--- config.mk ---
export PLATFORM = sky130hd
export DESIGN_NAME = replay_window_token_check
export DESIGN_NICKNAME = d
export VERILOG_FILES = /design/src/rtl/rwtc_pkg.sv /design/src/rtl/replay_window_token_check.sv /design/src/rtl/rwtc_alu.sv /design/src/rtl/rwtc_marks.sv
export SDC_FILE = /design/constraint.sdc
export NUM_CORES = 1
export LEC_CHECK = 0
export ABC_AREA = 1
export BUFFER_PORTS_ARGS = -buffer_cell sky130_fd_sc_hd__buf_4
export CORE_ASPECT_RATIO = 0.7
export CORE_MARGIN = 2
export CORE_UTILIZATION = 43
export CTS_BUF_LIST = sky130_fd_sc_hd__clkbuf_8 sky130_fd_sc_hd__clkbuf_16
export CTS_CLUSTER_SIZE = 24
export DETAILED_ROUTE_END_ITERATION = 10
export MAX_ROUTING_LAYER = met4
export SYNTH_ARGS = -nofsm -noshare
export SYNTH_HDL_FRONTEND = slang
export SYNTH_SLANG_ARGS = --single-unit
--- constraint.sdc ---
create_clock -name clk -period 3.6 [get_ports clk]
set_clock_uncertainty 0.2 [all_clocks]
set_input_delay 0.18 -clock clk [delete_from_list [all_inputs] [get_ports clk]]
set_output_delay 0.18 -clock clk [all_outputs]
set_load 0.02 [all_outputs]
--- src/rtl/rwtc_pkg.sv ---
// shared types and constants for the replay window token check
// no dependencies; used by the top level, rwtc_alu and the testbench
package rwtc_pkg;

  localparam int TOKEN_W   = 32;  // token and window start width
  localparam int WM_W      = 13;  // watermark register width
  localparam int DIST_W    = 14;  // signed distance from start to token
  localparam int CFG_IDX_W = 2;

  localparam logic [CFG_IDX_W-1:0] REG_WINDOW_START   = 2'd0;
  localparam logic [CFG_IDX_W-1:0] REG_LOW_WATERMARK  = 2'd1;
  localparam logic [CFG_IDX_W-1:0] REG_HIGH_WATERMARK = 2'd2;

  typedef enum logic [0:0] {
    ALU_ADD,
    ALU_SUB
  } alu_op_t;

endpackage

--- src/rtl/replay_window_token_check.sv ---
// top level of the sliding-window replay check for one-time tokens
// depends on rwtc_pkg, rwtc_alu and rwtc_marks
//
// usage:
//   in channel (in_valid/in_ready, token) takes one token per transaction.
//   out channel (out_valid/out_ready, accepted, current_start) returns one
//   result per token, in order.
//   cfg_we/cfg_index/cfg_data write window_start (0), low_watermark (1) and
//   high_watermark (2); other indexes are ignored. writes must go in while idle (not enforced).
// flow: a token outside the window or already spent goes through IDLE, CHECK,
//   LOOK and EMIT into the output register; an accepted token also passes
//   SLIDE between LOOK and EMIT, where n is the number of slots the window slides,
//   one slot per cycle through the shared adder and the single mark port.
//   in_ready is low meanwhile, until EMIT has loaded the output register.
// reset and window_start writes run a clearing pass over the spent marks,
//   during which in_ready stays low.
// a stalled receiver holds the result in the output register; the next
//   token is taken and worked on, and waits to finish until the register
//   frees up.
module replay_window_token_check #(
  parameter int WINDOW = 64
) (
  input  logic                                clk,
  input  logic                                rst,
  input  logic                                cfg_we,
  input  logic [rwtc_pkg::CFG_IDX_W-1:0]      cfg_index,
  input  logic [rwtc_pkg::TOKEN_W-1:0]        cfg_data,
  input  logic                                in_valid,
  output logic                                in_ready,
  input  logic [rwtc_pkg::TOKEN_W-1:0]        token,
  output logic                                out_valid,
  input  logic                                out_ready,
  output logic                                accepted,
  output logic [rwtc_pkg::TOKEN_W-1:0]        current_start
);

  localparam int AW = (WINDOW > 1) ? $clog2(WINDOW) : 1;
  localparam int TW = rwtc_pkg::TOKEN_W;
  localparam int DW = rwtc_pkg::DIST_W;

  typedef enum logic [2:0] {
    IDLE,
    CHECK,
    LOOK,
    SLIDE,
    EMIT
  } state_t;

  state_t                       state;
  logic [TW-1:0]                start;
  logic [AW-1:0]                offset;
  logic [TW-1:0]                tok;
  logic signed [DW-1:0]         span;
  logic                         in_win;
  logic [AW-1:0]                slot;
  logic                         bypass;
  logic                         ok;
  logic [rwtc_pkg::WM_W-1:0]    low_wm;
  logic [rwtc_pkg::WM_W-1:0]    high_wm;

  rwtc_pkg::alu_op_t            alu_op;
  logic [TW-1:0]                alu_a;
  logic [TW-1:0]                alu_b;
  logic [TW-1:0]                alu_y;

  logic                         mark_we;
  logic [AW-1:0]                mark_waddr;
  logic                         mark_wdata;
  logic [AW-1:0]                mark_raddr;
  logic                         mark_rdata;
  logic                         mark_busy;
  logic                         start_write;

  logic [AW:0]                  slot_sum;
  logic [AW-1:0]                slot_next;
  logic [AW-1:0]                offset_inc;
  logic                         head_spent;
  logic                         force_slide;
  logic                         retire_slide;
  logic                         step;
  logic                         out_free;

  assign start_write = cfg_we && (cfg_index == rwtc_pkg::REG_WINDOW_START);
  assign in_ready    = (state == IDLE) && !mark_busy;
  assign out_free    = !out_valid || out_ready;

  // shared unit: distance to the token in CHECK, start increment otherwise
  always_comb begin
    if (state == CHECK) begin
      alu_op = rwtc_pkg::ALU_SUB;
      alu_a  = tok;
      alu_b  = start;
    end else begin
      alu_op = rwtc_pkg::ALU_ADD;
      alu_a  = start;
      alu_b  = TW'(1);
    end
  end

  rwtc_alu u_alu (
    .op     (alu_op),
    .a      (alu_a),
    .b      (alu_b),
    .result (alu_y)
  );

  // ring slot of the token, valid only when it lies in the window
  assign slot_sum   = {1'b0, offset} + {1'b0, alu_y[AW-1:0]};
  assign slot_next  = (slot_sum >= (AW+1)'(WINDOW)) ? AW'(slot_sum - (AW+1)'(WINDOW))
                                                   : slot_sum[AW-1:0];
  assign offset_inc = (offset == AW'(WINDOW - 1)) ? '0 : offset + AW'(1);

  assign head_spent   = bypass || mark_rdata;
  assign force_slide  = span >= $signed({1'b0, high_wm});
  assign retire_slide = (span >= $signed({1'b0, low_wm})) && head_spent;
  assign step         = (state == SLIDE) && (force_slide || retire_slide);

  always_comb begin
    mark_we    = 1'b0;
    mark_waddr = offset;
    mark_wdata = 1'b0;
    mark_raddr = offset;
    unique case (state)
      CHECK: mark_raddr = slot_next;
      LOOK: begin
        mark_we    = in_win && !mark_rdata;
        mark_waddr = slot;
        mark_wdata = 1'b1;
        mark_raddr = offset;
      end
      SLIDE: begin
        mark_we    = step;
        mark_waddr = offset;
        mark_wdata = 1'b0;
        mark_raddr = offset_inc;
      end
      default: mark_raddr = offset;
    endcase
  end

  rwtc_marks #(
    .WINDOW (WINDOW),
    .AW     (AW)
  ) u_marks (
    .clk   (clk),
    .rst   (rst),
    .clear (start_write),
    .we    (mark_we),
    .waddr (mark_waddr),
    .wdata (mark_wdata),
    .raddr (mark_raddr),
    .rdata (mark_rdata),
    .busy  (mark_busy)
  );

  always_ff @(posedge clk) begin
    if (rst) begin
      state     <= IDLE;
      start     <= '0;
      offset    <= '0;
      low_wm    <= '0;
      high_wm   <= '0;
      out_valid <= 1'b0;
      bypass    <= 1'b0;
      ok        <= 1'b0;
    end else begin
      if (out_valid && out_ready && (state != EMIT)) begin
        out_valid <= 1'b0;
      end
      unique case (state)
        IDLE: begin
          if (in_valid && in_ready) begin
            tok   <= token;
            state <= CHECK;
          end
        end
        CHECK: begin
          in_win <= alu_y < TW'(WINDOW);
          span   <= alu_y[DW-1:0];
          slot   <= slot_next;
          state  <= LOOK;
        end
        LOOK: begin
          if (in_win && !mark_rdata) begin
            ok     <= 1'b1;
            bypass <= slot == offset;
            state  <= SLIDE;
          end else begin
            ok    <= 1'b0;
            state <= EMIT;
          end
        end
        SLIDE: begin
          if (step) begin
            start  <= alu_y;
            offset <= offset_inc;
            span   <= span - DW'(1);
            bypass <= 1'b0;
          end else begin
            state <= EMIT;
          end
        end
        EMIT: begin
          if (out_free) begin
            out_valid     <= 1'b1;
            accepted      <= ok;
            current_start <= start;
            state         <= IDLE;
          end
        end
        default: state <= IDLE;
      endcase
      if (cfg_we) begin
        case (cfg_index)
          rwtc_pkg::REG_WINDOW_START: begin
            start  <= cfg_data;
            offset <= '0;
          end
          rwtc_pkg::REG_LOW_WATERMARK:  low_wm  <= cfg_data[rwtc_pkg::WM_W-1:0];
          rwtc_pkg::REG_HIGH_WATERMARK: high_wm <= cfg_data[rwtc_pkg::WM_W-1:0];
          default: ;
        endcase
      end
    end
  end

  // one token at a time
  assert property (@(posedge clk) disable iff (rst)
    (in_valid && in_ready) |=> !in_ready)
    else $error("input taken while a token is in flight");

  // the slide never runs more than one slot past the token
  assert property (@(posedge clk) disable iff (rst)
    (state == SLIDE) |-> (span >= $signed({DW{1'b1}})))
    else $error("window slid past the token");

  // the ring offset moves only on a slide step or a window start write
  assert property (@(posedge clk) disable iff (rst)
    ##1 !$stable(offset) |-> ($past(step) || $past(start_write)))
    else $error("ring offset changed outside a slide");

endmodule

--- src/rtl/rwtc_alu.sv ---
// shared 32-bit add/subtract unit of the token check sequencer
// depends on rwtc_pkg
module rwtc_alu (
  input  rwtc_pkg::alu_op_t                 op,
  input  logic [rwtc_pkg::TOKEN_W-1:0]      a,
  input  logic [rwtc_pkg::TOKEN_W-1:0]      b,
  output logic [rwtc_pkg::TOKEN_W-1:0]      result
);

  always_comb begin
    unique case (op)
      rwtc_pkg::ALU_ADD: result = a + b;
      rwtc_pkg::ALU_SUB: result = a - b;
      default:           result = a + b;
    endcase
  end

endmodule

--- src/rtl/rwtc_marks.sv ---
// spent-mark memory, one bit per window slot, with a clearing sweep
// takes its widths as parameters from the top level; does not use rwtc_pkg
module rwtc_marks #(
  parameter int WINDOW = 64,
  parameter int AW     = 6
) (
  input  logic          clk,
  input  logic          rst,
  input  logic          clear,
  input  logic          we,
  input  logic [AW-1:0] waddr,
  input  logic          wdata,
  input  logic [AW-1:0] raddr,
  output logic          rdata,
  output logic          busy
);

  logic          mem [WINDOW];
  logic [AW-1:0] sweep;
  logic          clearing;

  always_ff @(posedge clk) begin
    if (rst || clear) begin
      clearing <= 1'b1;
      sweep    <= '0;
    end else if (clearing) begin
      if (sweep == AW'(WINDOW - 1)) begin
        clearing <= 1'b0;
      end else begin
        sweep <= sweep + AW'(1);
      end
    end
  end

  always_ff @(posedge clk) begin
    if (!rst && clearing) begin
      mem[sweep] <= 1'b0;
    end else if (we) begin
      mem[waddr] <= wdata;
    end
    rdata <= mem[raddr];
  end

  assign busy = clearing;

endmodule

==> metrics.md, run 1 <==
| Metric | Value |
|---|---|
| Hold_sp | `cfg_index[1]` |
| CTS root buffer | `clkbuf_16` |
| CTS tree | `yes` |
| Crit Path Max Fanout | `13` |
| # DRC | `0` |
| Fillers | `2769` |
| Post-DR wirelength/cell | `17.3 µm` |
| Commonest cells in the netlist | `343 x nand2_1, 205 x nor2_1, 178 x inv_1` |
| Area of the multi-input gates | `6550 µm²` |
| Hold Crit Depth | `5` |
| Core area | `30300 µm²` |
| Critical Path Max Stage Delay | `0.47 ns` |
| Max_slew headroom | `39.8%` |
| Reg2Reg Setup Slack | `0.21 ns` |
| Post-Syn Nets | `1758` |
| Area leader, netlist | `edfxtp_1` |
| Non-filler cells, final | `2264` |
| CTS Buffer Depth | `3` |
| Fin crit share | `94.2%` |
| FF+latch count, synth | `228` |
| Worst path cell trace | `buf_4, ha_1, nand2_1, inv_1, nand2_1, nand2_1, a21oi_1, nand2_1, a21oi_2, nand3_4, nand3_4, buf_4, nand2_2, nand2_4, nand4_4, nor2_1` |
| Synth area leaders | `edfxtp_1 34%, dfxtp_1 12%, nand2_1 9.7%` |
| Final hold viol count | `0` |
| Clk pin slew, worst setup/hold paths | `0.06 ns` |
| Post-synth EDFFs | `150` |
| Num CTS Buffers | `24` |
| # rows | `53` |
| Post-Syn Area | `13300 µm²` |
| WL final | `39.2 mm` |
| FF-to-FF Start | `span[9]$_DFFE_PP_` |
| PortBufs | `105` |
| Layout cell share with drive strength beyond 1 | `16.8%` |
| Final Util | `55.1%` |
| Htree depth | `1` |
| HPWL Detailed | `29.0 mm` |
| Count of unique library cells instantiated by Yosys | `50` |
| PwrDens | `365 nW/µm²` |
| Average footprint of a synthesized cell | `8.23 µm²` |
| Grt total ovfl | `0` |
| Synthesis Warnings | `0` |
| Fin. max-slew vios | `0` |
| Type of origin of the critical path | `register` |
| Worst EP arrival | `3.43 ns` |
| Largest net degree at the start of global routing | `65` |
| Ys async rst share | `0%` |
| Hold Path End | `start[2]$_SDFF_PP0_` |
| Vias | `11807` |
| I/O pins | `106` |
| Clock Latency Late Sink | `0.54 ns` |
| Initial Utilization | `44.0%` |
| Initial antenna violation count | `0` |
| Top delay family on crit path | `simple AND/OR/NAND/NOR gates` |
| Max-Cap Viols | `0` |
| Global-route wire length before repair | `61.1 mm` |
| Final setup viols | `0` |
| Antenna-violating nets left | `0` |
| Crit-path most repeated cell | `nand2_1` |
| Worst r2r dst | `u_marks.mem[27]$_DFFE_PP_` |
| Die W | `215 µm` |
| Post-Synthesis Cells | `1620` |
| Area share of the largest cell type after synthesis | `33.8%` |
| Ant. Diodes | `0` |
| Iter 0 DRT Violations | `1191` |
| Vias per inst | `5.22` |
| Critical Path Sink Type | `register` |
| Layout area overhead | `25.1%` |
| Worst Hold Class | `input pin to register` |
| Total die area | `32500 µm²` |
| Final GP Congestion | `0.975` |
| Vias in the first global route | `10839` |
| Top FF cell, synth | `edfxtp_1` |
| Sequential share of the synthesized area | `45.5%` |
| Outcome | `finished, final reports clean` |
| Chip height | `151 µm` |
| FF/Latch Area | `6070 µm²` |
| Gr usage total | `24.7%` |
| Max VDD drop | `0.296 mV` |
| F_max | `0.295 GHz` |
| Setup CP Type | `register to register` |
| Placed cells | `2142` |
| Worst R2R Path Depth | `16` |
| CP bufs+invs | `3` |
| CTS Sinks | `228` |
| Crit-path slowest cell | `edfxtp_1` |
| RSZ-0062 raised after global routing | `yes` |
| Initial DRT Pass Iterations | `5` |
| Final min period | `3.39 ns` |
| Post-layout nets | `1972` |
| Worst Tran Pin Value | `0.900 ns` |
| Leakage | `0.00724 µW` |
| Count leader, synth | `nand2_1` |
| Required time of the critical path | `3.63 ns` |
## area by class of cell
cell class,instances,area share (%)
flip-flops and latches,228,36.3
multi-input cells,1158,39.3
inverters,187,4.24
clock buffers,31,4.24
well taps,412,3.09
repair buffers,235,11.9
clock inverters,13,0.952
## layer usage
metal | share of wire [%] | global-route usage [%] | up-vias
met1 | 54 | 39.4 | 5528
met3 | 7.4 | 4.42 | 35
met2 | 38 | 32.3 | 366
met4 | 1.2 | 3.68 | 0
met5 | 0 | - | -
li1 | - | - | 5878
## worst register-to-register path, cell delays in order, from the launching register on
cell and delay (ns):
edfxtp_1 0.47, buf_4 0.18, ha_1 0.30, nand2_1 0.06, inv_1 0.05, nand2_1 0.06, nand2_1 0.05, a21oi_1 0.12
nand2_1 0.08, a21oi_2 0.29, nand3_4 0.19, nand3_4 0.23, buf_4 0.18, nand2_2 0.06, nand2_4 0.16, nand4_4 0.23
nor2_1 0.18
## timing repair
action / 4_1_cts / 5_1_grt
hold buffers: 69 / 0
resized for setup: 2 / 43
pin swaps: 1 / 8
cloned: 0 / 1
setup buffers: 2 / 6
endpoints found under the setup margin: 2 / 67
hold endpoints to repair: 102 / 0
## worst max path at each step
stage                                from                         to  slack, ns  cells after the start
CTS                 state[2]$_SDFFE_PP0P_      u_marks.rdata$_DFF_P_       0.02                     21
global route        state[2]$_SDFFE_PP0P_      u_marks.rdata$_DFF_P_      -0.08                     22
detailed placement  state[2]$_SDFFE_PP0P_           in_win$_DFFE_PP_      -0.04                     18
finish                  span[9]$_DFFE_PP_  u_marks.mem[27]$_DFFE_PP_       0.21                     16
global placement    state[2]$_SDFFE_PP0P_           in_win$_DFFE_PP_     -0.008                     18
floorplan           state[2]$_SDFFE_PP0P_      u_marks.rdata$_DFF_P_       0.01                     23
## state kept, by name, indices dropped and copies added, names as in the netlist
register,cells
accepted,1
bypass,1
current_start,32
high_wm,13
in_win,1
low_wm,13
offset,6
ok,1
out_valid,1
slot,6
span,14
start,32
state,3
tok,32
u_marks.busy,1
u_marks.mem,64
u_marks.rdata,1
u_marks.sweep,6
## cells in the final DEF, fill, tap and decap left out, types with 26 or more instances in the layout
cell type        n
nand3_1         71
nand2_1        340
dfxtp_1         78
ha_1            60
o211ai_1        45
o21ai_0        103
nor2_1         198
a21oi_1        135
edfxtp_1       150
dlygate4sd3_1   69
inv_1          181
clkbuf_16       26
buf_4          162
## cell families after synthesis
family	share of synthesized area, %
buffers and inverters	6.78
xor gates and xnor gates	2.56
and+or+nand+nor	24.6
adders and majority gates	6.40
AOI/OAI and AO/OA	14.2
DFF	45.5
## power by group
group | switching (µW) | leakage, µW | internal [µW]
registers | 33.6 | 0.00213 | 2810
logic | 295 | 0.00467 | 239
clock network | 1050 | 0.000438 | 1660
## stage by stage
step                setup TNS [ns]  hold slack (ns)  cell area (µm²)  setup WS (ns)  power (µW)
finish                           0           0.0306            16700          0.209        6090
detailed placement         -0.0534            0.159            14900        -0.0410        3360
floorplan                        0           0.0789            13400         0.0132        3170
global route                -0.130           0.0620            16700        -0.0751        6290
global placement          -0.00816            0.159            14900       -0.00816        3350
CTS                              0          0.00235            16500         0.0178        6110
No activity file was read; power rests on OpenSTA's default activity.
==> inputs of run 2 (changes only) <==
- SYNTH_HIERARCHICAL: default -> 1
==> metrics.md, run 2 <==
| Metric | Value |
|---|---|
| Gr usage total | `28.7% (+3.9 points)` |
| Post-Syn Nets | `2177 (+24%)` |
| Required time of the critical path | `3.78 ns (+0.15 ns)` |
| FF+latch count, synth | `228 (unchanged)` |
| Post-DR wirelength/cell | `17.4 µm (+0.49%)` |
| CTS Sinks | `228 (unchanged)` |
| Global-route wire length before repair | `78.3 mm (+28%)` |
| Failing checks | `negative setup slack` |
| Max VDD drop | `0.570 mV (+93%)` |
| Die W | `226 µm (+5.2%)` |
| Ys async rst share | `0% (unchanged)` |
| Critical Path Sink Type | `register` |
| CTS root buffer | `clkbuf_16` |
| Placed cells | `2798 (+31%)` |
| Outcome | `finished, violations left` |
| I/O pins | `106 (unchanged)` |
| Top delay family on crit path | `simple AND/OR/NAND/NOR gates` |
| Core area | `33700 µm² (+11%)` |
| Area leader, netlist | `edfxtp_1` |
| Worst Hold Class | `input pin to register` |
| Final GP Congestion | `0.941 (-3.5%)` |
| Fin worst setup slack | `-0.485 ns (-0.694 ns)` |
| Clock Latency Late Sink | `0.57 ns (+0.03 ns)` |
| Gr busiest metal | `met2` |
| HPWL Detailed | `36.5 mm (+26%)` |
| Critical Path Max Stage Delay | `0.32 ns (-0.15 ns)` |
| Antenna-violating nets left | `0 (unchanged)` |
| Area share of the largest cell type after synthesis | `30.4% (-3.3 points)` |
| Commonest cells in the netlist | `538 x nand2_1, 301 x nor2_1, 266 x inv_1` |
| Clk pin slew, worst setup/hold paths | `0.06 ns (about the same)` |
| Iter 0 DRT Violations | `1244 (+4.5%)` |
| Count of unique library cells instantiated by Yosys | `47 (-6.0%)` |
| Post-synth EDFFs | `150 (unchanged)` |
| Initial Utilization | `43.9% (-0.093 points)` |
| Pre-CTS setup slack | `-0.777 ns (-0.736 ns)` |
| Hold Slack | `0.128 ns (+0.0976 ns)` |
| CTS tree | `yes` |
| # DRC | `0 (unchanged)` |
| Worst R2R Path Depth | `27 (+11)` |
| Commonest non-fill, non-tap cell in the layout | `nand2_1` |
| Post-Syn Area | `14800 µm² (+11%)` |
| F_max | `0.245 GHz (-17%)` |
| Commonest cells after routing, fill and taps aside | `403 x nand2_1, 347 x buf_4, 245 x inv_1, 219 x nor2_1, 150 x edfxtp_1` |
| Final min period | `4.08 ns (+0.694 ns)` |
| Number of flip-flops under the largest register name | `64 (unchanged)` |
| Fin crit share | `113% (+19 points)` |
| Final hold viol count | `0 (unchanged)` |
| Final instance area | `22000 µm² (+32%)` |
| Crit-path slowest cell | `dfxtp_2` |
| Num CTS Buffers | `25 (+4.2%)` |
| WL final | `51.4 mm (+31%)` |
| Setup CP Type | `register to register` |
| Max_slew headroom | `39.7% (-0.098 points)` |
| CP bufs+invs | `9 (+6)` |
| Worst EP arrival | `4.26 ns (+0.83 ns)` |
| Largest register by flop count | `u_marks/mem` |
| CTS Buffer Depth | `3 (unchanged)` |
| Initial DRT Pass Iterations | `5 (unchanged)` |
| Largest net degree at the start of global routing | `65 (unchanged)` |
| Post-Synthesis Cells | `2038 (+26%)` |
| Sequential share of the synthesized area | `41.0% (-4.5 points)` |
| GR Util met1 | `40.2% (+0.82 points)` |
| Worst Tran Pin Value | `0.902 ns (+0.00146 ns)` |
| # rows | `56 (+5.7%)` |
| Count leader, synth | `nand2_1` |
| Met2 GRT Util | `43.1% (+11 points)` |
| Layout cell share with drive strength beyond 1 | `35.7% (+19 points)` |
| Vias in the first global route | `14316 (+32%)` |
| Grt total ovfl | `0 (unchanged)` |
| Average footprint of a synthesized cell | `7.26 µm² (-12%)` |
| Hold Crit Depth | `2 (-3)` |
| Vias | `15066 (+28%)` |
| Synthesis Warnings | `6 (+6)` |
| Vias per inst | `5.10 (-2.3%)` |
| PortBufs | `105 (unchanged)` |
| Reg2Reg Setup Slack | `-0.48 ns (-0.69 ns)` |
| RSZ-0062 raised after global routing | `yes` |
| Initial antenna violation count | `1 (+1)` |
| Post-layout nets | `2610 (+32%)` |
| Leakage | `0.00993 µW (+37%)` |
| Final Util | `65.3% (+10 points)` |
| Top FF cell, synth | `edfxtp_1` |
| Fin. max-slew vios | `0 (unchanged)` |
| Post-DP Area | `18000 µm² (+21%)` |
| Fillers | `2875 (+3.8%)` |
| Htree depth | `1 (unchanged)` |
| Chip height | `159 µm (+5.2%)` |
| Max-Cap Viols | `0 (unchanged)` |
| Type of origin of the critical path | `register` |
| Levels on crit path | `27 (+11)` |
| Layout area overhead | `48.7%` |
| Crit Path Max Fanout | `5 (-8)` |
| Global Route met3 Usage | `5.68% (+1.3 points)` |
| Final setup viols | `31 (+31)` |
| Total die area | `36000 µm² (+11%)` |
| PwrDens | `690 nW/µm² (+89%)` |
| Synth area leaders | `edfxtp_1 30%, nand2_1 14%, dfxtp_1 11%` |
| Non-filler cells, final | `2956 (+31%)` |
-- run 2: cell count changes after synthesis, moves of 9 or more --
cell | before | now
nand2_1 | 343 | 538
nor2_1 | 205 | 301
inv_1 | 178 | 266
nand3_1 | 74 | 160
a21oi_1 | 141 | 94
o211ai_1 | 45 | 2
o21ai_0 | 109 | 126
xor2_1 | 25 | 40
clkbuf_1 | 32 | 44
a21oi_2 | 2 | 13
or2_2 | 12 | 3
-- run 2: worst register-to-register path, stage by stage (launching register included) --
cell and delay [ns]:
dfxtp_2 0.32, inv_2 0.07, nand2_4 0.06, nor2_4 0.14
buf_12 0.18, clkinv_8 0.09, nor2_4 0.09, inv_2 0.05
ha_4 0.17, nand3_4 0.11, buf_6 0.12, nor2_4 0.05
buf_6 0.12, nor2_4 0.15, xnor2_4 0.16, ha_4 0.26
nand2_4 0.10, inv_2 0.04, nand2_2 0.07, nand2_2 0.08
a21oi_2 0.15, nand2_2 0.10, buf_6 0.13, buf_6 0.11
xor2_4 0.16, nor4_1 0.28, nand2_1 0.12, nor4_1 0.23
-- run 2: path summary, 6_finish.rpt --
kind,end,from
setup reg to reg,in_win$_DFFE_PP_,state[2]$_SDFFE_PP0P_
hold / removal,tok[16]$_DFFE_PP_,token[16]
hold reg to reg,current_start[30]$_DFFE_PP_,start[30]$_SDFF_PP0_
setup / recovery,in_win$_DFFE_PP_,state[2]$_SDFFE_PP0P_
-- run 2: per-layer routing --
metal / routed length, µm / vias to the layer above
li1: - / 7429
met1: 23500 / 7114
met2: 23300 / 461
met3: 3770 / 62
met4: 884 / 0
met5: 0 / -
-- run 2: stage by stage --
stage / TNS, ns / total power (µW)
final: -5.09 / 15200
after global routing: -10.95 / 15900
after CTS: -3.70 / 14000
after detailed placement: -10.32 / 9820
after global placement: -9.46 / 9770
after floorplan: -0.455 / 6550
-- run 2: final cells by class --
class | count | area, µm² | area share (%)
multi-input cells | 1468 | 9440 | 42.9
flip-flops and latches | 228 | 6070 | 27.6
repair buffers | 469 | 3980 | 18.1
inverters | 277 | 1070 | 4.87
clock buffers | 30 | 694 | 3.15
well taps | 464 | 581 | 2.64
clock inverters | 16 | 126 | 0.574
repair inverters | 2 | 46.3 | 0.210
diodes | 2 | 5.00 | 0.0227
-- run 2: where the power goes --
part           leakage (µW)  switching, µW  internal, µW
combinational       0.00737           5220          4280
sequential          0.00215           90.9          3020
clock              0.000419           1130          1460
total               0.00993           6430          8760
-- run 2: kinds of logic (layout without fill, tap and decap cells) --
| family | Yosys count | in the layout | synth area share, % |
|---|---|---|---|
| buffers and inverters | 342 | 794 | 9.14 |
| AOI/OAI and AO/OA | 264 | 264 | 9.77 |
| DFF | 228 | 228 | 41.0 |
| and+or+nand+nor | 1079 | 1079 | 30.9 |
| xor gates and xnor gates | 57 | 57 | 3.37 |
| adders and majority gates | 68 | 68 | 5.85 |
| other | 0 | 2 | 0 |
-- run 2: timing repair --
action                                 4_1_cts  5_1_grt
hold buffers                                68        0
resized for setup                          289      239
setup buffers                               25       25
cloned                                       2        0
endpoints found under the hold margin      108        0
pin swaps                                   80      117
setup endpoints to repair                   36       88
